===== config.mk =====
export PLATFORM = sky130hd
export DESIGN_NAME = dctc_engine
export DESIGN_NICKNAME = d
export VERILOG_FILES = /design/src/hw/rtl/dctc_pkg.sv /design/src/hw/rtl/dctc_engine.sv
export VERILOG_INCLUDE_DIRS = /design/src /design/src/hw/rtl
export SDC_FILE = /design/constraint.sdc
export NUM_CORES = 2
export LEC_CHECK = 0
export BUFFER_PORTS_ARGS = -buffer_cell sky130_fd_sc_hd__buf_2
export CORE_ASPECT_RATIO = 1.25
export CORE_UTILIZATION = 40
export DETAILED_ROUTE_END_ITERATION = 10
export MAX_ROUTING_LAYER = met4
export PLACE_DENSITY = 0.55
export SLEW_MARGIN = 10
export SYNTH_ARGS = -nofsm -noshare
export SYNTH_HDL_FRONTEND = slang
export SYNTH_SLANG_ARGS = --single-unit

===== constraint.sdc =====
create_clock -name clk -period 50.2 [get_ports clk]
set_input_delay 10.04 -clock clk [delete_from_list [all_inputs] [get_ports clk]]
set_output_delay 10.04 -clock clk [all_outputs]
set_load 0.01 [all_outputs]

===== src/hw/rtl/dram_command_timing_checker_assert.svh =====
// ----------------------------------------------------------------------------
// Assertion macros for the DRAM command timing checker.
// Every macro samples on clk and is disabled while rst is high.
// ----------------------------------------------------------------------------
`ifndef DRAM_COMMAND_TIMING_CHECKER_ASSERT_SVH
`define DRAM_COMMAND_TIMING_CHECKER_ASSERT_SVH

// Property that must hold at every sampled edge.
`define DCTC_ASSERT(lbl, prop, msg) \
  lbl: assert property (@(posedge clk) disable iff (rst) prop) else $error(msg);

// Condition that, once seen, must be followed by a consequence in the next cycle.
`define DCTC_ASSERT_NEXT(lbl, ante, cons, msg) \
  lbl: assert property (@(posedge clk) disable iff (rst) (ante) |=> (cons)) else $error(msg);

`endif


===== src/hw/rtl/dctc_pkg.sv =====
// ----------------------------------------------------------------------------
// dctc_pkg
// Shared types, codes and constants of the DRAM command timing checker.
// ----------------------------------------------------------------------------
`timescale 1ns / 1ps

package dctc_pkg;

  // Default sizes handed to the top level parameters.
  localparam int DEF_BANKS     = 8;
  localparam int DEF_TIME_BITS = 48;

  // Command occupancy on the bus, added to activate and precharge completion.
  localparam int CMD_CYCLES = 1;

  // Fixed field widths.
  localparam int NOW_W     = 48;
  localparam int BANK_W    = 4;
  localparam int ROW_W     = 17;
  localparam int KIND_W    = 3;
  localparam int REG_W     = 8;
  localparam int CFG_IDX_W = 3;

  // Request kinds.
  localparam logic [KIND_W-1:0] REQ_ROW  = 3'd0;
  localparam logic [KIND_W-1:0] REQ_ACT  = 3'd1;
  localparam logic [KIND_W-1:0] REQ_PRE  = 3'd2;
  localparam logic [KIND_W-1:0] REQ_WR   = 3'd3;
  localparam logic [KIND_W-1:0] REQ_RD   = 3'd4;
  localparam logic [KIND_W-1:0] REQ_DONE = 3'd5;

  // Bank code that addresses every bank at once.
  localparam logic [BANK_W-1:0] BANK_ALL = 4'b1111;

  // Row code for a closed bank.
  localparam logic [ROW_W-1:0] ROW_CLOSED = 17'h1FFFF;

  // Configuration register indexes.
  localparam logic [CFG_IDX_W-1:0] CFG_BURST     = 3'd0;
  localparam logic [CFG_IDX_W-1:0] CFG_READ_LAT  = 3'd1;
  localparam logic [CFG_IDX_W-1:0] CFG_WRITE_LAT = 3'd2;
  localparam logic [CFG_IDX_W-1:0] CFG_FAW       = 3'd3;
  localparam logic [CFG_IDX_W-1:0] CFG_RAS       = 3'd4;
  localparam logic [CFG_IDX_W-1:0] CFG_RRD       = 3'd5;
  localparam logic [CFG_IDX_W-1:0] CFG_RP        = 3'd6;
  localparam logic [CFG_IDX_W-1:0] CFG_WR_REC    = 3'd7;

  // Configuration reset values.
  localparam logic [REG_W-1:0] RST_BURST     = 8'd4;
  localparam logic [REG_W-1:0] RST_READ_LAT  = 8'd11;
  localparam logic [REG_W-1:0] RST_WRITE_LAT = 8'd8;
  localparam logic [REG_W-1:0] RST_FAW       = 8'd24;
  localparam logic [REG_W-1:0] RST_RAS       = 8'd28;
  localparam logic [REG_W-1:0] RST_RRD       = 8'd5;
  localparam logic [REG_W-1:0] RST_RP        = 8'd11;
  localparam logic [REG_W-1:0] RST_WR_REC    = 8'd12;

  // Timing configuration as seen by the engine.
  typedef struct packed {
    logic [REG_W-1:0] burst_cycles;
    logic [REG_W-1:0] read_latency;
    logic [REG_W-1:0] write_latency;
    logic [REG_W-1:0] four_act_window;
    logic [REG_W-1:0] act_to_precharge;
    logic [REG_W-1:0] act_to_act;
    logic [REG_W-1:0] precharge_time;
    logic [REG_W-1:0] write_recovery;
  } cfg_t;

  // One response.
  typedef struct packed {
    logic             error;
    logic             done_res;
    logic [ROW_W-1:0] open_row;
    logic             available;
  } result_t;

endpackage


===== src/hw/rtl/dctc_engine.sv =====
// ----------------------------------------------------------------------------
// dctc_engine
// Timing state and the single-pass decision logic for one request.
// ----------------------------------------------------------------------------
`timescale 1ns / 1ps
`include "dram_command_timing_checker_assert.svh"

module dctc_engine #(
  parameter int BANKS     = dctc_pkg::DEF_BANKS,
  parameter int TIME_BITS = dctc_pkg::DEF_TIME_BITS
) (
  input  logic                               clk,
  input  logic                               rst,
  input  logic                               in_fire,
  input  logic [dctc_pkg::KIND_W-1:0]        req_type,
  input  logic                               issue,
  input  logic [TIME_BITS-1:0]               now,
  input  logic signed [dctc_pkg::BANK_W-1:0] bank,
  input  logic signed [dctc_pkg::ROW_W-1:0]  row,
  input  dctc_pkg::cfg_t                     cfg,
  output dctc_pkg::result_t                  result
);
  import dctc_pkg::*;

  localparam int IDX_W = (BANKS > 1) ? $clog2(BANKS) : 1;
  localparam int OFS_W = 10;

  // Saturating add of a time and a small offset.
  function automatic logic [TIME_BITS-1:0] sat_add(input logic [TIME_BITS-1:0] a,
                                                   input logic [TIME_BITS-1:0] b);
    logic [TIME_BITS:0] s;
    s = {1'b0, a} + {1'b0, b};
    return s[TIME_BITS] ? {TIME_BITS{1'b1}} : s[TIME_BITS-1:0];
  endfunction

  // Timing state.
  logic [TIME_BITS-1:0] current_time;
  logic [TIME_BITS-1:0] done_time;
  logic [TIME_BITS-1:0] activate_ready;
  logic [TIME_BITS-1:0] precharge_ready;
  logic [TIME_BITS-1:0] write_ready;
  logic [TIME_BITS-1:0] read_ready;
  logic [TIME_BITS-1:0] act_hist [4];
  logic [ROW_W-1:0]     bank_open_row [BANKS];

  // Decode and decision signals.
  logic                 is_row, is_cmd, is_act, is_pre, is_done;
  logic                 bank_ok, bank_all, cmd_bank_bad;
  logic [IDX_W-1:0]     bank_idx;
  logic [TIME_BITS-1:0] ready_sel;
  logic                 avail_raw;
  logic                 err;
  logic                 do_issue;
  logic                 cur_update;
  logic [OFS_W-1:0]     done_ofs;
  logic [TIME_BITS-1:0] done_new;
  logic [TIME_BITS-1:0] rrd_bound;
  logic [TIME_BITS-1:0] faw_bound;
  logic [TIME_BITS-1:0] ras_bound;
  logic [TIME_BITS-1:0] act_ready_new;

  // Request decode and bank range check.
  always_comb begin
    is_row   = (req_type == REQ_ROW);
    is_act   = (req_type == REQ_ACT);
    is_pre   = (req_type == REQ_PRE);
    is_done  = (req_type == REQ_DONE);
    is_cmd   = req_type inside {[REQ_ACT:REQ_RD]};
    bank_all = (bank == BANK_ALL);
    bank_ok  = !bank[BANK_W-1] &&
               (5'({1'b0, bank[BANK_W-2:0]}) < 5'(BANKS));
    bank_idx = IDX_W'(bank[BANK_W-2:0]);
    cmd_bank_bad = (is_act || is_pre) && !(bank_ok || bank_all);
  end

  // Ready time of the requested command and the completion offset it adds.
  always_comb begin
    case (req_type)
      REQ_ACT: begin
        ready_sel = activate_ready;
        done_ofs  = OFS_W'(cfg.act_to_precharge) + OFS_W'(CMD_CYCLES);
      end
      REQ_PRE: begin
        ready_sel = precharge_ready;
        done_ofs  = OFS_W'(cfg.precharge_time) + OFS_W'(CMD_CYCLES);
      end
      REQ_WR: begin
        ready_sel = write_ready;
        done_ofs  = OFS_W'(cfg.write_latency) + OFS_W'(cfg.burst_cycles) +
                    OFS_W'(cfg.write_recovery);
      end
      REQ_RD: begin
        ready_sel = read_ready;
        done_ofs  = OFS_W'(cfg.read_latency) + OFS_W'(cfg.burst_cycles);
      end
      default: begin
        ready_sel = read_ready;
        done_ofs  = '0;
      end
    endcase
  end

  // New time bounds. The window uses the oldest activation after this one is
  // recorded, which is the second entry of the current history.
  always_comb begin
    done_new  = sat_add(now, TIME_BITS'(done_ofs));
    rrd_bound = sat_add(now, TIME_BITS'(cfg.act_to_act));
    ras_bound = sat_add(now, TIME_BITS'(cfg.act_to_precharge));
    faw_bound = sat_add(act_hist[1], TIME_BITS'(cfg.four_act_window));
    act_ready_new = done_new;
    if (rrd_bound > act_ready_new) begin
      act_ready_new = rrd_bound;
    end
    if (faw_bound > act_ready_new) begin
      act_ready_new = faw_bound;
    end
  end

  // Result and the update decisions.
  always_comb begin
    avail_raw  = (now >= ready_sel);
    err        = (is_row && !bank_ok) ||
                 (is_cmd && (cmd_bank_bad || (issue && !avail_raw))) ||
                 !(is_row || is_cmd || is_done);
    do_issue   = is_cmd && issue && !err;
    cur_update = (is_row && bank_ok) || (is_cmd && !err) ||
                 (is_done && (now >= current_time));

    result.available = (is_row && bank_ok) || (is_cmd && !cmd_bank_bad && avail_raw);
    result.open_row  = (is_row && bank_ok) ? bank_open_row[bank_idx] : '0;
    result.done_res  = is_done && (now >= current_time) && (done_time <= now);
    result.error     = err;
  end

  // Time state.
  always_ff @(posedge clk) begin
    if (rst) begin
      current_time    <= '0;
      done_time       <= '0;
      activate_ready  <= '0;
      precharge_ready <= '0;
      write_ready     <= '0;
      read_ready      <= '0;
      for (int i = 0; i < 4; i++) begin
        act_hist[i] <= '0;
      end
    end else if (in_fire) begin
      if (cur_update) begin
        current_time <= now;
      end
      if (do_issue) begin
        done_time   <= done_new;
        write_ready <= done_new;
        read_ready  <= done_new;
        // An activate also applies its own activate and precharge bounds.
        if (is_act) begin
          activate_ready  <= act_ready_new;
          precharge_ready <= ras_bound;
          act_hist[0]     <= act_hist[1];
          act_hist[1]     <= act_hist[2];
          act_hist[2]     <= act_hist[3];
          act_hist[3]     <= now;
        end else begin
          activate_ready  <= done_new;
          precharge_ready <= done_new;
        end
      end
    end
  end

  // Open row of every bank; all banks are closed after reset.
  always_ff @(posedge clk) begin
    if (rst) begin
      for (int b = 0; b < BANKS; b++) begin
        bank_open_row[b] <= ROW_CLOSED;
      end
    end else if (in_fire && do_issue && (is_act || is_pre)) begin
      if (bank_all) begin
        for (int b = 0; b < BANKS; b++) begin
          bank_open_row[b] <= row;
        end
      end else begin
        bank_open_row[bank_idx] <= row;
      end
    end
  end

  // An issued command never completes before it was issued.
  `DCTC_ASSERT_NEXT(a_done_not_before_issue, in_fire && do_issue, done_time >= $past(now), "completion time earlier than issue time")
  // A rejected request leaves the time state untouched.
  `DCTC_ASSERT_NEXT(a_error_keeps_state, in_fire && err, $stable(current_time) && $stable(done_time), "rejected request changed time state")
  // An activate never allows the next activate before its own completion.
  `DCTC_ASSERT_NEXT(a_act_ready_covers_done, in_fire && do_issue && is_act, activate_ready >= done_time, "activate ready time below completion time")

endmodule


* Word level (Yosys, flattened, before mapping)
Memory sizes are Yosys's and may differ from the RTL's.
Index checks and enable logic that the tools add are counted.
** Word-level totals
- Bits in writable memories :: 328
- Input port bits :: 140
- Output and inout port bits :: 20
- Memories kept :: 2
- Register bits after elaboration :: 192
** Memories
- act_hist :: words 4, width 48, read ports 3, clocked after Yosys merged registers in 0, write ports 4, line dctc_engine.sv:43 : logic [TIME_BITS-1:0] act_hist [4];
- bank_open_row :: words 8, width 17, read ports 1, clocked after Yosys merged registers in 0, write ports 8, line dctc_engine.sv:44 : logic [ROW_W-1:0] bank_open_row [BANKS];
** Operators by class
- Bitwise gates (word level) :: 12
- Muxes and demuxes :: 41
- $add $sub $neg :: 9
- Equality and inequality tests :: 6
- Order comparisons :: 7
- Reductions and logical operators :: 35
** Operator list (count)
- $mux W48 :: 12
- $mux W17 :: 10
- $add A48 B8 Y49 :: 3
- $ge A48 B48 Y1 :: 2
- $gt A48 B48 Y1 :: 2
- $pmux W48 S2 :: 1
- $add A48 B10 Y49 :: 1
- $le A48 B48 Y1 :: 1
- $pmux W10 S4 :: 1
- $add A8 B1 Y9 const B :: 2
- $add A8 B8 Y9 :: 2
- $reduce_or A17 Y1 :: 1
- $mux W1 :: 16
- $logic_and A1 B1 Y1 :: 15
- $or A1 B1 Y1 :: 12
- $add A9 B8 Y10 :: 1
- $logic_or A1 B1 Y1 :: 10
- $eq A3 B2 Y1 const B :: 2
- $eq A3 B3 Y1 const B :: 2
- $logic_not A1 Y1 :: 6
- $eq A4 B4 Y1 const B :: 1
- $reduce_and A2 Y1 :: 2
- $eq A3 B1 Y1 const B :: 1
- $ge A3 B1 Y1 const B :: 1
- 3 further kinds :: 3

* Logic depth before layout (Yosys ltp)
- Word-level depth :: 18
- Mapped depth :: 47
- Gate-level depth less buffers :: 43

* Worst setup path before layout
No wires, ideal clock.
- Path type :: input port to flip-flop
- Start :: input port req_type[0] (netlist bit)
- End :: memory act_hist[0][100] (netlist bit), enable pin
- Arrival time :: 23.429 ns
- Path slack :: 25.925 ns
- Buffers on the path :: 6
- Cell stages on the path :: 18
- Cell sequence :: buf_1 -> nand2b_1 -> nor2_1 -> clkbuf_1 -> clkbuf_1 -> a22o_1 -> a21oi_1 -> ha_1 -> nand4_1 -> or2_1 -> nor3_1 -> nand2_1 -> o211ai_2 -> nand2_1 -> buf_2 -> buf_2 -> buf_1 -> o21ai_0
** RTL lines
- start, declared :: line dctc_engine.sv:15 : input logic [dctc_pkg::KIND_W-1:0] req_type,
- end, declared :: line dctc_engine.sv:43

==> impl_metrics.csv <==
group,metric,value,unit
clock_tree,postCtsSetupRepairBufs,0,
timing,period_needed,24.72,ns
clock_tree,path_clk_slew,0.06,ns
hold_path,hold_path.class,"register to register",
power,p_leak,14.34,nW
logic_synthesis,ys_warn_count,0,
final_layout,regArea,0.01225,mm²
timing,finalMaxSlewViolations,0,
timing,worst_pin_slew,1.416,ns
critical_path,r2r_end,"activate_ready[8]",
critical_path,cp-end-kind,"primary output",
routing,wl,124400,µm
timing,hold_viol,0,
timing,rsz0062_at_grt,"no",
place,placed_area,0.03449,mm²
routing,drt_iter0_drc,2472,
logic_synthesis,ys.flop_type,"edfxtp_1",
routing,num_vias,28589,
critical_path,start_kind,"input pin",
routing,wl_per_cell,26.21,µm
clock_tree,htree_levels,2,
place,dp_hpwl,89440,µm
critical_path,rr_startpoint,"act_hist[0][61]",
grt,grt_first_pass_wirelength,181400,µm
critical_path,r2r_slack,42.00,ns
timing,min_period_over_period,49.25,%
floorplan,dieWidth,257.4,µm
floorplan,start_util,40.55,%
logic_synthesis,async_flop_share,0,%
routing,drc,0,
floorplan,core,0.08041,mm²
critical_path,cp_max_fo,63,
critical_path,arrival,14.68,ns
clock_tree,cts_tree,"done",
grt,overflow,0,
final_layout,fillers,7980,
clock_tree,hold_buffers,0,
timing,setup_tns,0,ns
floorplan,ios,160,
floorplan,die_h,321.2,µm
timing,relSlewSlack,4.602,%
timing,fmax,40.45,MHz
grt,antenna_found_initial,0,
clock_tree,clk_latency,0.63,ns
critical_path,crit_required,40.16,ns
logic_synthesis,synth_edf_count,280,
final_layout,final_area,0.03632,mm²
routing,ant_nets,0,
logic_synthesis,seq_area_frac_synth,37.58,%
logic_synthesis,syn_inst,3574,
timing,hold_slack,0.4530,ns
clock_tree,cts_resized,0,
clock_tree,max-clock-path-buffers,3,
floorplan,fp-row-count,116,
critical_path,crit_type,"input pin to primary output",
critical_path,crit_start,"req_type[1]",
place,io_buffers,159,
logic_synthesis,avgSynthCellArea,9.123,µm²
run,max-cap-violations,0,
place,finalWeightedCongestion,0.9744,
run_status,status,"finished, final reports clean",
grt,grt_pass1_vias,27274,
floorplan,die_area,0.08267,mm²
routing,firstDrtPassIters,5,
timing,setup_viol,0,
logic_synthesis,synthesis.nets,4018,
routing,viasPerCell,6.025,
logic_synthesis,ys_seq_elements,472,
logic_synthesis,ys_types,99,
final_layout,final_nets,4084,
grt,grtUsageTotal,30.31,%
final_layout,drive_above_1_share,13.63,%
clock_tree,root_buffer,"clkbuf_16",
grt,grt_start_max_net_pins,78,
power,powerDensity,29.51,mW/mm²
power,irDropWorstVdd,0.02445,mV
critical_path,critPathCapture,"result[19]",
timing,finClkSkew,0.02939,ns
critical_path,reg2regPathDepth,16,
logic_synthesis,synth_area,0.03261,mm²
final_layout,syn2layout_area_growth,11.39,%
clock_tree,cts_sinks,472,
clock_tree,cts_buffers,53,
final_layout,multiInputGateArea,0.01896,mm²
[sequential cells by signal, summed over array words and instances (netlist names)]
name and cells:
act_hist 144, activate_ready 48, bank_open_row 136, current_time 48
precharge_ready 48, read_ready 48
[cells by family after synthesis]
kind of cell | count (synthesis) | share of synthesized area [%]
simple gates | 1223 | 18.99
compound gates | 936 | 19.63
flops | 472 | 37.58
buf+inv | 397 | 4.874
fa+ha+maj | 305 | 12.02
xor+xnor | 140 | 3.761
mux | 101 | 3.151
[cell usage in the layout (no fill, tap or decap), types with 39 or more instances in the layout]
master / Yosys / layout
or2_2: 111 / 111
nand3_1: 88 / 86
clkbuf_16: 0 / 55
dfxtp_1: 192 / 192
buf_2: 30 / 158
a21o_1: 102 / 102
a211oi_1: 78 / 78
o21ai_0: 111 / 110
nor3_1: 99 / 97
a22oi_1: 39 / 39
ha_1: 290 / 290
nand2_1: 344 / 343
a21oi_1: 258 / 256
buf_4: 10 / 61
xnor2_1: 113 / 113
and2_1: 111 / 110
mux2i_1: 88 / 88
edfxtp_1: 280 / 280
a22o_1: 71 / 71
nand4_1: 72 / 72
nor2_1: 222 / 217
inv_1: 180 / 180
a31oi_1: 40 / 39
[cell type report]
type / instances / share of cell area, %
clock inverters: 28 / 0.9095
repair buffers: 219 / 3.438
diodes: 1 / 0.006890
well taps: 1062 / 3.659
inverters: 189 / 1.960
clock buffers: 69 / 4.100
flip-flops and latches: 472 / 33.73
multi-input cells: 2705 / 52.19
[worst max-delay path, cell delays in order]
cell	delay, ns
buf_2	0.19
nand2b_1	0.25
nor2_4	0.10
buf_4	0.50
buf_4	0.76
a22o_1	0.23
a21oi_1	0.04
ha_1	0.30
o21a_1	0.18
o221a_2	0.26
a311o_1	0.36
a21oi_1	0.33
o211ai_2	0.13
buf_4	0.23
nor2_1	0.18
a211oi_1	0.10
o21ai_0	0.24
buf_2	0.18
[layer usage]
| metal | wire length, µm | track usage, % | vias to the layer above |
|---|---|---|---|
| met5 | 0 | - | - |
| met4 | 9555 | 19.67 | 0 |
| met3 | 7794 | 4.192 | 374 |
| met2 | 59030 | 49.90 | 1162 |
| met1 | 48000 | 34.56 | 13786 |
| li1 | - | - | 13267 |
[power breakdown]
group	switching, W	internal [W]
Clock	0.000172	0.000245
Sequential	0.00000863	0.000427
Combinational	0.000143	0.0000759
[Yosys cell counts, types with 111 or more instances]
cell      instances  area [µm²]
nand2_1         344        1291
ha_1            290        3628
edfxtp_1        280        8408
a21oi_1         258        1291
nor2_1          222       833.3
dfxtp_1         192        3844
inv_1           180       675.7
clkbuf_1        143       536.8
xnor2_1         113       989.7
and2_1          111       694.4
o21ai_0         111       555.5
or2_2           111       694.4
[per-stage QoR]
stage          instances  power [W]  utilization, %  setup WS (ns)
2_1_floorplan       3574  0.0005844               -          25.92
3_5_place_dp        4647  0.0006586           42.89          25.49
5_1_grt             4744   0.001112           45.17          25.22
4_1_cts             4744   0.001074           45.16          25.48
3_3_place_gp        4647  0.0006579           42.89          25.52
6_report            4745   0.001072           45.17          25.48
[worst min-delay path by stage]
stage                                    from                  end  cells after the start  slack, ns
after floorplan            activate_ready[27]   activate_ready[27]                      2       0.42
after global placement    precharge_ready[31]  precharge_ready[31]                      2       0.44
after detailed placement  precharge_ready[26]  precharge_ready[26]                      1       0.44
after CTS                 precharge_ready[31]  precharge_ready[31]                      2       0.45
after global routing      precharge_ready[31]  precharge_ready[31]                      2       0.47
final                        current_time[22]     current_time[22]                      2       0.45
No activity file was read; power rests on OpenSTA's default activity.
